<file path="config.mk">
export PLATFORM = sky130hd
export DESIGN_NAME = window_stats_tracker
export DESIGN_NICKNAME = d
export VERILOG_FILES = /design/src/rtl/core/wst_pkg.sv /design/src/rtl/core/wst_div.sv /design/src/rtl/core/wst_datapath.sv /design/src/rtl/core/wst_ctrl.sv /design/src/rtl/core/window_stats_tracker.sv
export SDC_FILE = /design/constraint.sdc
export NUM_CORES = 2
export LEC_CHECK = 0
export ABC_AREA = 1
export BUFFER_PORTS_ARGS = -buffer_cell sky130_fd_sc_hd__buf_2
export CAP_MARGIN = 20
export CORE_ASPECT_RATIO = 1.1
export CORE_UTILIZATION = 57
export CTS_BUF_LIST = sky130_fd_sc_hd__clkbuf_16
export CTS_CLUSTER_SIZE = 40
export DETAILED_ROUTE_END_ITERATION = 8
export GPL_TIMING_DRIVEN = 1
export PLACE_DENSITY = 0.74
export REMOVE_ABC_BUFFERS = 1
export SYNTH_ARGS = -nofsm -noshare
export SYNTH_HDL_FRONTEND = slang
export SYNTH_SLANG_ARGS = --single-unit
</file>
<file path="constraint.sdc">
create_clock -name aclk -period 6.5 [get_ports aclk]
set_input_delay 0.975 -clock aclk [delete_from_list [all_inputs] [get_ports aclk]]
set_output_delay 0.975 -clock aclk [all_outputs]
set_load 0.05 [all_outputs]
</file>
<file path="src/rtl/core/wst_pkg.sv">
// Shared widths, register indexes and controller/datapath interface types.
`default_nettype none

package wst_pkg;

    localparam int SAMPLE_W  = 16;
    localparam int SUM_W     = 22;
    localparam int DER_W     = 17;
    localparam int CFG_W     = 7;
    localparam int CFG_IDX_W = 2;

    // Configuration register indexes
    localparam logic [CFG_IDX_W-1:0] CFG_WINDOW_DEPTH = 2'd0;
    localparam logic [CFG_IDX_W-1:0] CFG_DERIV_DEPTH  = 2'd1;
    localparam logic [CFG_IDX_W-1:0] CFG_INTEG_DEPTH  = 2'd2;

    localparam logic [SAMPLE_W-1:0] MIN_RESET = 16'hFFFF;

    // Ring read address select
    typedef enum logic [1:0] {
        RD_NONE,
        RD_OLD,
        RD_DER,
        RD_INT
    } rd_sel_t;

    // Which holding register takes the ring read data
    typedef enum logic [1:0] {
        CAP_NONE,
        CAP_OLD,
        CAP_DER,
        CAP_INT
    } cap_sel_t;

    // Divider operand select
    typedef enum logic {
        DIV_AVG,
        DIV_DER
    } div_sel_t;

    typedef struct packed {
        logic     load_in;
        rd_sel_t  rd_sel;
        cap_sel_t cap_sel;
        logic     commit;
        logic     div_start;
        div_sel_t div_sel;
        logic     avg_load;
        logic     der_load;
        logic     out_load;
    } cmd_t;

    typedef struct packed {
        logic div_busy;
        logic der_upd;
    } sts_t;

endpackage

`default_nettype wire

</file>
<file path="src/rtl/core/wst_div.sv">
// Iterative unsigned divider, two quotient bits per cycle.
`default_nettype none

module wst_div (
    input  wire logic                       aclk,
    input  wire logic                       aresetn,
    input  wire logic                       start,
    input  wire logic [wst_pkg::SUM_W-1:0]  dividend,
    input  wire logic [wst_pkg::CFG_W-1:0]  divisor,
    output logic                            busy,
    output logic      [wst_pkg::SUM_W-1:0]  quotient
);

    localparam int BITS_PER_CYC = 2;
    localparam int DIV_CYC      = (wst_pkg::SUM_W + BITS_PER_CYC - 1) / BITS_PER_CYC;
    localparam int CNT_W        = $clog2(DIV_CYC + 1);

    logic [wst_pkg::SUM_W-1:0] quo_reg, quo_next;
    logic [wst_pkg::CFG_W-1:0] rem_reg, rem_next;
    logic [wst_pkg::CFG_W-1:0] dsr_reg;
    logic [CNT_W-1:0]          cnt_reg;
    logic                      busy_reg;
    logic [wst_pkg::CFG_W:0]   trial;

    // Shift dividend bits into the remainder, subtract where it fits
    always_comb begin
        quo_next = quo_reg;
        rem_next = rem_reg;
        trial    = '0;
        for (int i = 0; i < BITS_PER_CYC; i++) begin
            trial    = {rem_next, quo_next[wst_pkg::SUM_W-1]};
            quo_next = {quo_next[wst_pkg::SUM_W-2:0], 1'b0};
            if (trial >= {1'b0, dsr_reg}) begin
                rem_next    = wst_pkg::CFG_W'(trial - {1'b0, dsr_reg});
                quo_next[0] = 1'b1;
            end else begin
                rem_next = trial[wst_pkg::CFG_W-1:0];
            end
        end
    end

    // Hold operands and advance one step per cycle
    always_ff @(posedge aclk) begin
        if (!aresetn) begin
            busy_reg <= 1'b0;
            cnt_reg  <= '0;
        end else if (start) begin
            busy_reg <= 1'b1;
            cnt_reg  <= CNT_W'(DIV_CYC);
        end else if (busy_reg) begin
            cnt_reg <= cnt_reg - CNT_W'(1);
            if (cnt_reg == CNT_W'(1)) begin
                busy_reg <= 1'b0;
            end
        end
    end

    always_ff @(posedge aclk) begin
        if (start) begin
            quo_reg <= dividend;
            rem_reg <= '0;
            dsr_reg <= divisor;
        end else if (busy_reg) begin
            quo_reg <= quo_next;
            rem_reg <= rem_next;
        end
    end

    assign busy     = busy_reg;
    assign quotient = quo_reg;

endmodule

`default_nettype wire

</file>
<file path="src/rtl/core/wst_datapath.sv">
// Datapath: config registers, sample ring, running sums, extremes, output register.
`default_nettype none

module wst_datapath #(
    parameter int MAX_DEPTH = 64
) (
    input  wire logic                            aclk,
    input  wire logic                            aresetn,
    input  wire logic                            cfg_wr_en,
    input  wire logic [wst_pkg::CFG_IDX_W-1:0]   cfg_wr_index,
    input  wire logic [wst_pkg::CFG_W-1:0]       cfg_wr_data,
    input  wire logic [wst_pkg::SAMPLE_W-1:0]    s_sample,
    input  wire wst_pkg::cmd_t                   cmd,
    output wst_pkg::sts_t                        sts,
    output logic      [wst_pkg::SUM_W-1:0]       m_window_sum,
    output logic      [wst_pkg::SAMPLE_W-1:0]    m_average,
    output logic signed [wst_pkg::DER_W-1:0]     m_derivative,
    output logic      [wst_pkg::SUM_W-1:0]       m_integral,
    output logic      [wst_pkg::SAMPLE_W-1:0]    m_max_seen,
    output logic      [wst_pkg::SAMPLE_W-1:0]    m_min_seen
);

    localparam int SW    = wst_pkg::SAMPLE_W;
    localparam int SUMW  = wst_pkg::SUM_W;
    localparam int DW    = wst_pkg::DER_W;
    localparam int CW    = wst_pkg::CFG_W;
    localparam int PTR_W = (MAX_DEPTH > 1) ? $clog2(MAX_DEPTH) : 1;
    localparam int CNT_W = $clog2(MAX_DEPTH + 1);
    localparam int CMP_W = ((CNT_W > CW) ? CNT_W : CW) + 2;

    // Configuration registers
    logic [CW-1:0] win_depth_reg, der_depth_reg, int_depth_reg;
    logic [CW-1:0] dep, dd, id;

    // Ring storage
    logic [SW-1:0]        ring_mem [MAX_DEPTH];
    logic [MAX_DEPTH-1:0] ring_vld_reg;
    logic [SW-1:0]        rd_data_reg, rd_val;
    logic                 rd_vld_reg;
    logic [PTR_W-1:0]     rd_addr, w, der_slot, int_slot;

    // Item state
    logic [PTR_W-1:0] wp_reg, wp_next;
    logic [CMP_W-1:0] w_inc;
    logic [CNT_W-1:0] fill_reg, fill_next, fill_p1;
    logic             full;
    logic [SW-1:0]    in_reg, old_reg, der_old_reg, int_old_reg;
    logic [SUMW-1:0]  sum_reg, sum_add, sum_next;
    logic [SUMW-1:0]  integ_reg, int_add, int_sub;
    logic             int_close;
    logic [SUMW-1:0]  hint_reg;
    logic [SW-1:0]    max_reg, min_reg;
    logic [DW-1:0]    held_der_reg;
    logic [SW-1:0]    avg_reg;

    // Divider operands
    logic [CW-1:0]    avg_div_reg, der_div_reg, avg_div_next;
    logic [DW-1:0]    der_mag_reg, der_diff, der_mag, der_q;
    logic             der_neg_reg, der_upd_reg, der_upd_next;
    logic [SUMW-1:0]  div_dividend, div_quo;
    logic [CW-1:0]    div_divisor;
    logic             div_busy;

    // Output register
    logic [SUMW-1:0]  out_sum_reg, out_int_reg;
    logic [SW-1:0]    out_avg_reg, out_max_reg, out_min_reg;
    logic [DW-1:0]    out_der_reg;

    // Slot holding the sample span steps back from slot wv in a ring of dv entries
    function automatic logic [PTR_W-1:0] back_slot(
        input logic [PTR_W-1:0] wv,
        input logic [CW-1:0]    span,
        input logic [CW-1:0]    dv
    );
        logic [CMP_W-1:0] idx;
        idx = CMP_W'(wv) + CMP_W'(dv) - CMP_W'(span);
        if (idx >= CMP_W'(dv)) begin
            idx = idx - CMP_W'(dv);
        end
        return idx[PTR_W-1:0];
    endfunction

    // Register writes
    always_ff @(posedge aclk) begin
        if (!aresetn) begin
            win_depth_reg <= CW'(1);
            der_depth_reg <= '0;
            int_depth_reg <= '0;
        end else if (cfg_wr_en) begin
            unique case (cfg_wr_index)
                wst_pkg::CFG_WINDOW_DEPTH: win_depth_reg <= cfg_wr_data;
                wst_pkg::CFG_DERIV_DEPTH:  der_depth_reg <= cfg_wr_data;
                wst_pkg::CFG_INTEG_DEPTH:  int_depth_reg <= cfg_wr_data;
                default: ;
            endcase
        end
    end

    // Clip depths against the store and the window
    always_comb begin
        if (win_depth_reg != '0 && CMP_W'(win_depth_reg) <= CMP_W'(MAX_DEPTH)) begin
            dep = win_depth_reg;
        end else begin
            dep = CW'(1);
        end
        dd = (der_depth_reg <= dep) ? der_depth_reg : '0;
        id = (int_depth_reg <= dep) ? int_depth_reg : '0;
        w  = (CMP_W'(wp_reg) < CMP_W'(dep)) ? wp_reg : '0;
    end

    assign der_slot = back_slot(w, dd, dep);
    assign int_slot = back_slot(w, id, dep);

    always_comb begin
        unique case (cmd.rd_sel)
            wst_pkg::RD_OLD: rd_addr = w;
            wst_pkg::RD_DER: rd_addr = der_slot;
            wst_pkg::RD_INT: rd_addr = int_slot;
            default:         rd_addr = w;
        endcase
    end

    // Ring: registered read, write on commit
    always_ff @(posedge aclk) begin
        rd_data_reg <= ring_mem[rd_addr];
        if (cmd.commit) begin
            ring_mem[w] <= in_reg;
        end
    end

    // Entries never written read as zero
    always_ff @(posedge aclk) begin
        if (!aresetn) begin
            ring_vld_reg <= '0;
        end else if (cmd.commit) begin
            ring_vld_reg[w] <= 1'b1;
        end
    end

    always_ff @(posedge aclk) begin
        rd_vld_reg <= ring_vld_reg[rd_addr];
    end

    assign rd_val = rd_vld_reg ? rd_data_reg : '0;

    // Capture the input beat and the ring reads
    always_ff @(posedge aclk) begin
        if (cmd.load_in) begin
            in_reg <= s_sample;
        end
        unique case (cmd.cap_sel)
            wst_pkg::CAP_OLD: old_reg     <= rd_val;
            wst_pkg::CAP_DER: der_old_reg <= rd_val;
            wst_pkg::CAP_INT: int_old_reg <= rd_val;
            default: ;
        endcase
    end

    // Commit arithmetic
    always_comb begin
        full      = CMP_W'(fill_reg) >= CMP_W'(dep);
        fill_p1   = fill_reg + CNT_W'(1);
        fill_next = full ? fill_reg : fill_p1;
        sum_add   = sum_reg + SUMW'(in_reg);
        sum_next  = full ? (sum_add - SUMW'(old_reg)) : sum_add;
        avg_div_next = full ? dep : CW'(fill_p1);

        int_add   = integ_reg + SUMW'(in_reg);
        int_sub   = int_add - SUMW'(int_old_reg);
        int_close = CMP_W'(fill_next) >= CMP_W'(id);

        der_upd_next = (dd != '0) && (CMP_W'(fill_reg) >= CMP_W'(dd));
        der_diff     = {1'b0, der_old_reg} - {1'b0, in_reg};
        der_mag      = der_diff[DW-1] ? (DW'(0) - der_diff) : der_diff;

        w_inc   = CMP_W'(w) + CMP_W'(1);
        wp_next = (w_inc >= CMP_W'(dep)) ? '0 : w_inc[PTR_W-1:0];
    end

    // Update window state on commit
    always_ff @(posedge aclk) begin
        if (!aresetn) begin
            wp_reg      <= '0;
            fill_reg    <= '0;
            sum_reg     <= '0;
            integ_reg   <= '0;
            hint_reg    <= '0;
            max_reg     <= '0;
            min_reg     <= wst_pkg::MIN_RESET;
            der_upd_reg <= 1'b0;
        end else if (cmd.commit) begin
            wp_reg      <= wp_next;
            fill_reg    <= fill_next;
            sum_reg     <= sum_next;
            der_upd_reg <= der_upd_next;
            if (id != '0) begin
                integ_reg <= int_close ? int_sub : int_add;
                if (int_close) begin
                    hint_reg <= int_sub;
                end
            end
            if (in_reg > max_reg) begin
                max_reg <= in_reg;
            end
            if (in_reg < min_reg) begin
                min_reg <= in_reg;
            end
        end
    end

    always_ff @(posedge aclk) begin
        if (cmd.commit) begin
            avg_div_reg <= avg_div_next;
            der_div_reg <= dd;
            der_mag_reg <= der_mag;
            der_neg_reg <= der_diff[DW-1];
        end
    end

    // Shared divider: average first, then derivative
    assign div_dividend = (cmd.div_sel == wst_pkg::DIV_AVG) ? sum_reg : SUMW'(der_mag_reg);
    assign div_divisor  = (cmd.div_sel == wst_pkg::DIV_AVG) ? avg_div_reg : der_div_reg;

    wst_div u_div (
        .aclk     (aclk),
        .aresetn  (aresetn),
        .start    (cmd.div_start),
        .dividend (div_dividend),
        .divisor  (div_divisor),
        .busy     (div_busy),
        .quotient (div_quo)
    );

    assign der_q = div_quo[DW-1:0];

    always_ff @(posedge aclk) begin
        if (!aresetn) begin
            held_der_reg <= '0;
        end else if (cmd.der_load) begin
            held_der_reg <= der_neg_reg ? (DW'(0) - der_q) : der_q;
        end
    end

    always_ff @(posedge aclk) begin
        if (cmd.avg_load) begin
            avg_reg <= div_quo[SW-1:0];
        end
    end

    // Output register
    always_ff @(posedge aclk) begin
        if (cmd.out_load) begin
            out_sum_reg <= sum_reg;
            out_avg_reg <= avg_reg;
            out_der_reg <= held_der_reg;
            out_int_reg <= hint_reg;
            out_max_reg <= max_reg;
            out_min_reg <= min_reg;
        end
    end

    assign sts.div_busy = div_busy;
    assign sts.der_upd  = der_upd_reg;

    assign m_window_sum = out_sum_reg;
    assign m_average    = out_avg_reg;
    assign m_derivative = $signed(out_der_reg);
    assign m_integral   = out_int_reg;
    assign m_max_seen   = out_max_reg;
    assign m_min_seen   = out_min_reg;

endmodule

`default_nettype wire

</file>
<file path="src/rtl/core/wst_ctrl.sv">
// Controller: sequences ring reads, commit, divisions and the output beat.
`default_nettype none

module wst_ctrl (
    input  wire logic          aclk,
    input  wire logic          aresetn,
    input  wire logic          s_valid,
    output logic               s_ready,
    output logic               m_valid,
    input  wire logic          m_ready,
    input  wire wst_pkg::sts_t sts,
    output wst_pkg::cmd_t      cmd
);

    typedef enum logic [3:0] {
        S_IDLE,
        S_RD_OLD,
        S_RD_DER,
        S_RD_INT,
        S_CAP_INT,
        S_COMMIT,
        S_DIV_AVG,
        S_WAIT_AVG,
        S_DIV_DER,
        S_WAIT_DER,
        S_OUT
    } state_t;

    state_t state_reg, state_next;
    logic   m_valid_reg, m_valid_next;
    logic   out_free;

    assign out_free = !m_valid_reg || m_ready;

    // Next state and commands
    always_comb begin
        state_next    = state_reg;
        m_valid_next  = m_valid_reg && !m_ready;
        cmd.load_in   = 1'b0;
        cmd.rd_sel    = wst_pkg::RD_NONE;
        cmd.cap_sel   = wst_pkg::CAP_NONE;
        cmd.commit    = 1'b0;
        cmd.div_start = 1'b0;
        cmd.div_sel   = wst_pkg::DIV_AVG;
        cmd.avg_load  = 1'b0;
        cmd.der_load  = 1'b0;
        cmd.out_load  = 1'b0;
        unique case (state_reg)
            S_IDLE: begin
                if (s_valid) begin
                    cmd.load_in = 1'b1;
                    state_next  = S_RD_OLD;
                end
            end
            S_RD_OLD: begin
                cmd.rd_sel = wst_pkg::RD_OLD;
                state_next = S_RD_DER;
            end
            S_RD_DER: begin
                cmd.rd_sel  = wst_pkg::RD_DER;
                cmd.cap_sel = wst_pkg::CAP_OLD;
                state_next  = S_RD_INT;
            end
            S_RD_INT: begin
                cmd.rd_sel  = wst_pkg::RD_INT;
                cmd.cap_sel = wst_pkg::CAP_DER;
                state_next  = S_CAP_INT;
            end
            S_CAP_INT: begin
                cmd.cap_sel = wst_pkg::CAP_INT;
                state_next  = S_COMMIT;
            end
            S_COMMIT: begin
                cmd.commit = 1'b1;
                state_next = S_DIV_AVG;
            end
            S_DIV_AVG: begin
                cmd.div_start = 1'b1;
                cmd.div_sel   = wst_pkg::DIV_AVG;
                state_next    = S_WAIT_AVG;
            end
            S_WAIT_AVG: begin
                if (!sts.div_busy) begin
                    cmd.avg_load = 1'b1;
                    state_next   = sts.der_upd ? S_DIV_DER : S_OUT;
                end
            end
            S_DIV_DER: begin
                cmd.div_start = 1'b1;
                cmd.div_sel   = wst_pkg::DIV_DER;
                state_next    = S_WAIT_DER;
            end
            S_WAIT_DER: begin
                cmd.div_sel = wst_pkg::DIV_DER;
                if (!sts.div_busy) begin
                    cmd.der_load = 1'b1;
                    state_next   = S_OUT;
                end
            end
            S_OUT: begin
                if (out_free) begin
                    cmd.out_load = 1'b1;
                    m_valid_next = 1'b1;
                    state_next   = S_IDLE;
                end
            end
            default: begin
                state_next = S_IDLE;
            end
        endcase
    end

    // Hold state and the output valid
    always_ff @(posedge aclk) begin
        if (!aresetn) begin
            state_reg   <= S_IDLE;
            m_valid_reg <= 1'b0;
        end else begin
            state_reg   <= state_next;
            m_valid_reg <= m_valid_next;
        end
    end

    assign s_ready = (state_reg == S_IDLE);
    assign m_valid = m_valid_reg;

endmodule

`default_nettype wire

</file>
<file path="src/rtl/core/window_stats_tracker.sv">
// Moving-window statistics top level: controller plus datapath.
//
// Each sample beat enters a ring of up to MAX_DEPTH entries and yields one result
// beat: window sum, truncated average, held derivative, held integral and the
// maximum and minimum since reset. The time from accept to result is set by the
// ring's single read port (three reads per sample) and by one shared divider
// retiring two quotient bits per cycle, run once for the average and, when the
// derivative updates, once more for the derivative. The next sample is taken
// once the result sits in the output register, even if it has not been taken
// yet. The ring reads as zero until written, through per-entry valid bits, so
// no clearing pass runs after reset. Configuration writes are taken at any time
// but belong to idle periods.
`default_nettype none

module window_stats_tracker #(
    parameter int MAX_DEPTH = 64
) (
    input  wire logic                            aclk,
    input  wire logic                            aresetn,
    input  wire logic                            cfg_wr_en,
    input  wire logic [wst_pkg::CFG_IDX_W-1:0]   cfg_wr_index,
    input  wire logic [wst_pkg::CFG_W-1:0]       cfg_wr_data,
    input  wire logic                            s_valid,
    output logic                                 s_ready,
    input  wire logic [wst_pkg::SAMPLE_W-1:0]    s_sample,
    output logic                                 m_valid,
    input  wire logic                            m_ready,
    output logic      [wst_pkg::SUM_W-1:0]       m_window_sum,
    output logic      [wst_pkg::SAMPLE_W-1:0]    m_average,
    output logic signed [wst_pkg::DER_W-1:0]     m_derivative,
    output logic      [wst_pkg::SUM_W-1:0]       m_integral,
    output logic      [wst_pkg::SAMPLE_W-1:0]    m_max_seen,
    output logic      [wst_pkg::SAMPLE_W-1:0]    m_min_seen
);

    wst_pkg::cmd_t cmd;
    wst_pkg::sts_t sts;

    wst_ctrl u_ctrl (
        .aclk    (aclk),
        .aresetn (aresetn),
        .s_valid (s_valid),
        .s_ready (s_ready),
        .m_valid (m_valid),
        .m_ready (m_ready),
        .sts     (sts),
        .cmd     (cmd)
    );

    wst_datapath #(
        .MAX_DEPTH (MAX_DEPTH)
    ) u_dp (
        .aclk         (aclk),
        .aresetn      (aresetn),
        .cfg_wr_en    (cfg_wr_en),
        .cfg_wr_index (cfg_wr_index),
        .cfg_wr_data  (cfg_wr_data),
        .s_sample     (s_sample),
        .cmd          (cmd),
        .sts          (sts),
        .m_window_sum (m_window_sum),
        .m_average    (m_average),
        .m_derivative (m_derivative),
        .m_integral   (m_integral),
        .m_max_seen   (m_max_seen),
        .m_min_seen   (m_min_seen)
    );

endmodule

`default_nettype wire

</file>
==> impl_results.md <==
* EDFF count, synth at 1274
* Synthesis-to-layout area growth at 19.7%
* Die Height at 373 um
* Clk_skew at 23.5 ps
* Post-route minimum period at 6650 ps
* DRT antenna net count at 0
* Slew Limit Headroom at 0.187
* Initial Util at 0.577
* Antenna cells at 0
* Failing checks: negative setup slack
* Worst skew pair latency at 790 ps
* DR vias/cell at 5.95
* Root Buffer: clkbuf_16
* DIE WIDTH at 339 um
* Worst setup margin at -150 ps
* GR Util met1 at 0.404
* Netlist Area Pre-Place at 0.0714 mm2
* Starting DRC count in detailed routing at 7096
* Yosys top cell area share at 0.536
* Largest cells by area after synthesis: edfxtp_1, nand3_1, dfxtp_1, nand2_1, inv_1
* MaxCap Viol Count at 0
* Mux contribution to synthesized area at 0.00110
* Dpl hpwl at 126 mm
* Combinational family with the most area after synthesis: simple AND/OR/NAND/NOR gates
* Distinct cells, synth at 53
* Max reg flops at 1024
* Crit share post-route at 1.02
* Via count at 54952
* Fmax at 0.150 GHz
* Global route hottest layer: met2
* Hold/Removal Path Class: input port to register
* M3 GR Usage at 0.0484
* GRT Total Usage at 0.315
* GPL Wtd Cong at 0.921
* IO Port Bufs at 140
* First-pass GRT wire length at 305 mm
* Clock buffer count from CTS at 152
* DR WL/cell at 23.1 um
* 1st-pass router iterations at 7
* Fill cells at 8673
* Final hold vios at 0
* Level count of the clock H-tree at 4
* Slowest CP cell: dfxtp_2
* TritonCTS Sinks at 1522
* Io pins at 141
* Worst Path Buf+Inv at 12
* Final setup vio count at 15
* Layout cells sized above 1 at 0.165
* Worst hold slack at 361 ps
* Most used DFF post-synth: edfxtp_1
* Clock buffer depth at 3
* Ys async rst share at 0
* Crit path capture type: register
* Nets at 7720
* Largest net degree at the start of global routing at 114
* Cell taking the most area after synthesis: edfxtp_1
* Residual DRC at 0
* Critical path class: register to register
* FF+latch count, synth at 1522
* Adder-cell share of the synthesized area at 0.0401
* XOR/XNOR share of the synthesized area at 0.0168
* Outcome: finished with violations
* Leak at 35.7 nW
* Area of the multi-input gates at 0.0245 mm2
* RSZ-0062 raised after global routing: yes
* Met2 track demand over resource at 0.514
* CP Data Required Time at 7180 ps
* Post-synth top cells: edfxtp_1, nand3_1, nand2_1
* Most numerous cell in the Yosys netlist: edfxtp_1
* Crit path max fanout at 8
* Startpoint Class: register
* Syn_area_per_cell at 10.2 um2
* Syn Inst Count at 7007
* Initial antenna violation count at 2
* Grt ovf at 0
* Post-synthesis simple-gate area fraction at 0.209
* Yosys warning total at 0
* Core area at 0.124 mm2
* Maximum VDD drop at 0.300 mV
* Slew Limit Fails at 0
* Final Routed Wirelength at 213 mm
* Worst Max-Slew Pin Slew at 1220 ps
* CP most frequent cell: nand3_2
* Power Density at 335 mW/mm2
* CP top delay family: simple AND/OR/NAND/NOR gates
* Reg clk slew, reported paths at 70 ps
* Largest stage delay, worst path at 360 ps
* CTS tree: yes
* FP Rows at 135
* Setup tns final at -897 ps
* Vias in the first global route at 51724
* CP Data Arrival Time at 7330 ps
* Synth Area in Compound Gates at 0.0465
* Register area at 0.0432 mm2
* Die area at 0.127 mm2
* Sequential share of the synthesized area at 0.606
==> cells by family (layout without fill, tap and decap cells) <==
kind of cell	Yosys count	in the layout
xor gates and xnor gates	137	137
and+or+nand+nor	3137	3137
DFF	1522	1522
adders and majority gates	222	222
muxes	7	7
buffers and inverters	1397	1985
AOI/OAI and AO/OA	585	585
==> final cells by class <==
class | count | share of cell area
Clock buffer | 157 | 0.0460
Timing Repair inverter | 1 | 0.000132
Timing Repair Buffer | 663 | 0.0806
Tap cell | 1644 | 0.0241
Inverter | 1040 | 0.0463
Multi-Input combinational cell | 4088 | 0.286
Sequential cell | 1522 | 0.506
Clock inverter | 124 | 0.0103
==> metal layers <==
layer	routed length [um]	vias up
met5	0	-
met4	13000	0
met3	22100	630
met2	101000	3271
met1	77100	26284
li1	-	24767
==> path summary, 6_finish.rpt <==
kind                               from              endpoint  slack (ps)  cells past startpoint
setup / recovery  u_dp.win_depth_reg[1]  u_dp.rd_data_reg[13]        -150                     49
hold / removal              s_sample[9]        u_dp.in_reg[9]         360                      1
setup reg to reg  u_dp.win_depth_reg[1]  u_dp.rd_data_reg[13]        -150                     49
hold reg to reg        u_dp.avg_reg[15]    u_dp.m_average[15]         420                      0
==> cells in the final DEF, fill, tap and decap left out, drive strengths merged, types with 10 or more instances in the layout <==
cell    synthesis  routed
a211oi         10      10
a21o           11      11
a21oi         251     251
a31oi          34      34
buf           225     627
bufinv          0      10
clkbuf        132     188
clkinv          4      61
dfxtp         248     248
edfxtp       1274    1274
fa             11      11
ha            211     211
inv          1036    1087
nand2        1109    1109
nand3        1221    1221
nand3b        380     380
nand4          15      15
nor2          368     368
nor3           28      28
o211ai         42      42
o21a           18      18
o21ai         173     173
o21bai         16      16
xnor2          39      39
xor2           98      98
==> through the flow <==
stage | util | instances | instance area (um2) | total power, mW | worst slack, ps
floorplan | - | 6650 | 69500 | 15.6 | -15130
global placement | 0.615 | 8814 | 76000 | 18.2 | -663
finish | 0.691 | 9239 | 85400 | 28.6 | -150
CTS | 0.665 | 9137 | 82200 | 27.3 | -21.1
detailed placement | 0.615 | 8815 | 76000 | 18.3 | -696
global route | 0.691 | 9239 | 85400 | 29.5 | -417
==> worst reg2reg max path, delay by kind of cell (launching register included) <==
kind	cells	cell delay (ps)
AO/OA/AOI/OAI	6	930
XOR/XNOR	2	500
adder cells (fa/ha/maj)	4	870
buffers and inverters	12	1450
flip-flops	1	360
AND/OR/NAND/NOR	25	2460
==> where the power goes <==
part | internal, mW | total (mW) | leakage, nW | switching (mW)
Combinational | 3.26 | 8.83 | 19.7 | 5.57
Sequential | 11.0 | 11.2 | 13.6 | 0.210
Clock | 4.79 | 8.57 | 2.49 | 3.78
==> timing repair <==
item	4_1_cts	5_1_grt
setup endpoints to repair	17	17
gates cloned	13	35
buffers inserted	28	70
gates resized for setup	142	355
pin swaps	22	126
hold buffers	0	0
No activity file was read; power rests on OpenSTA's default activity.
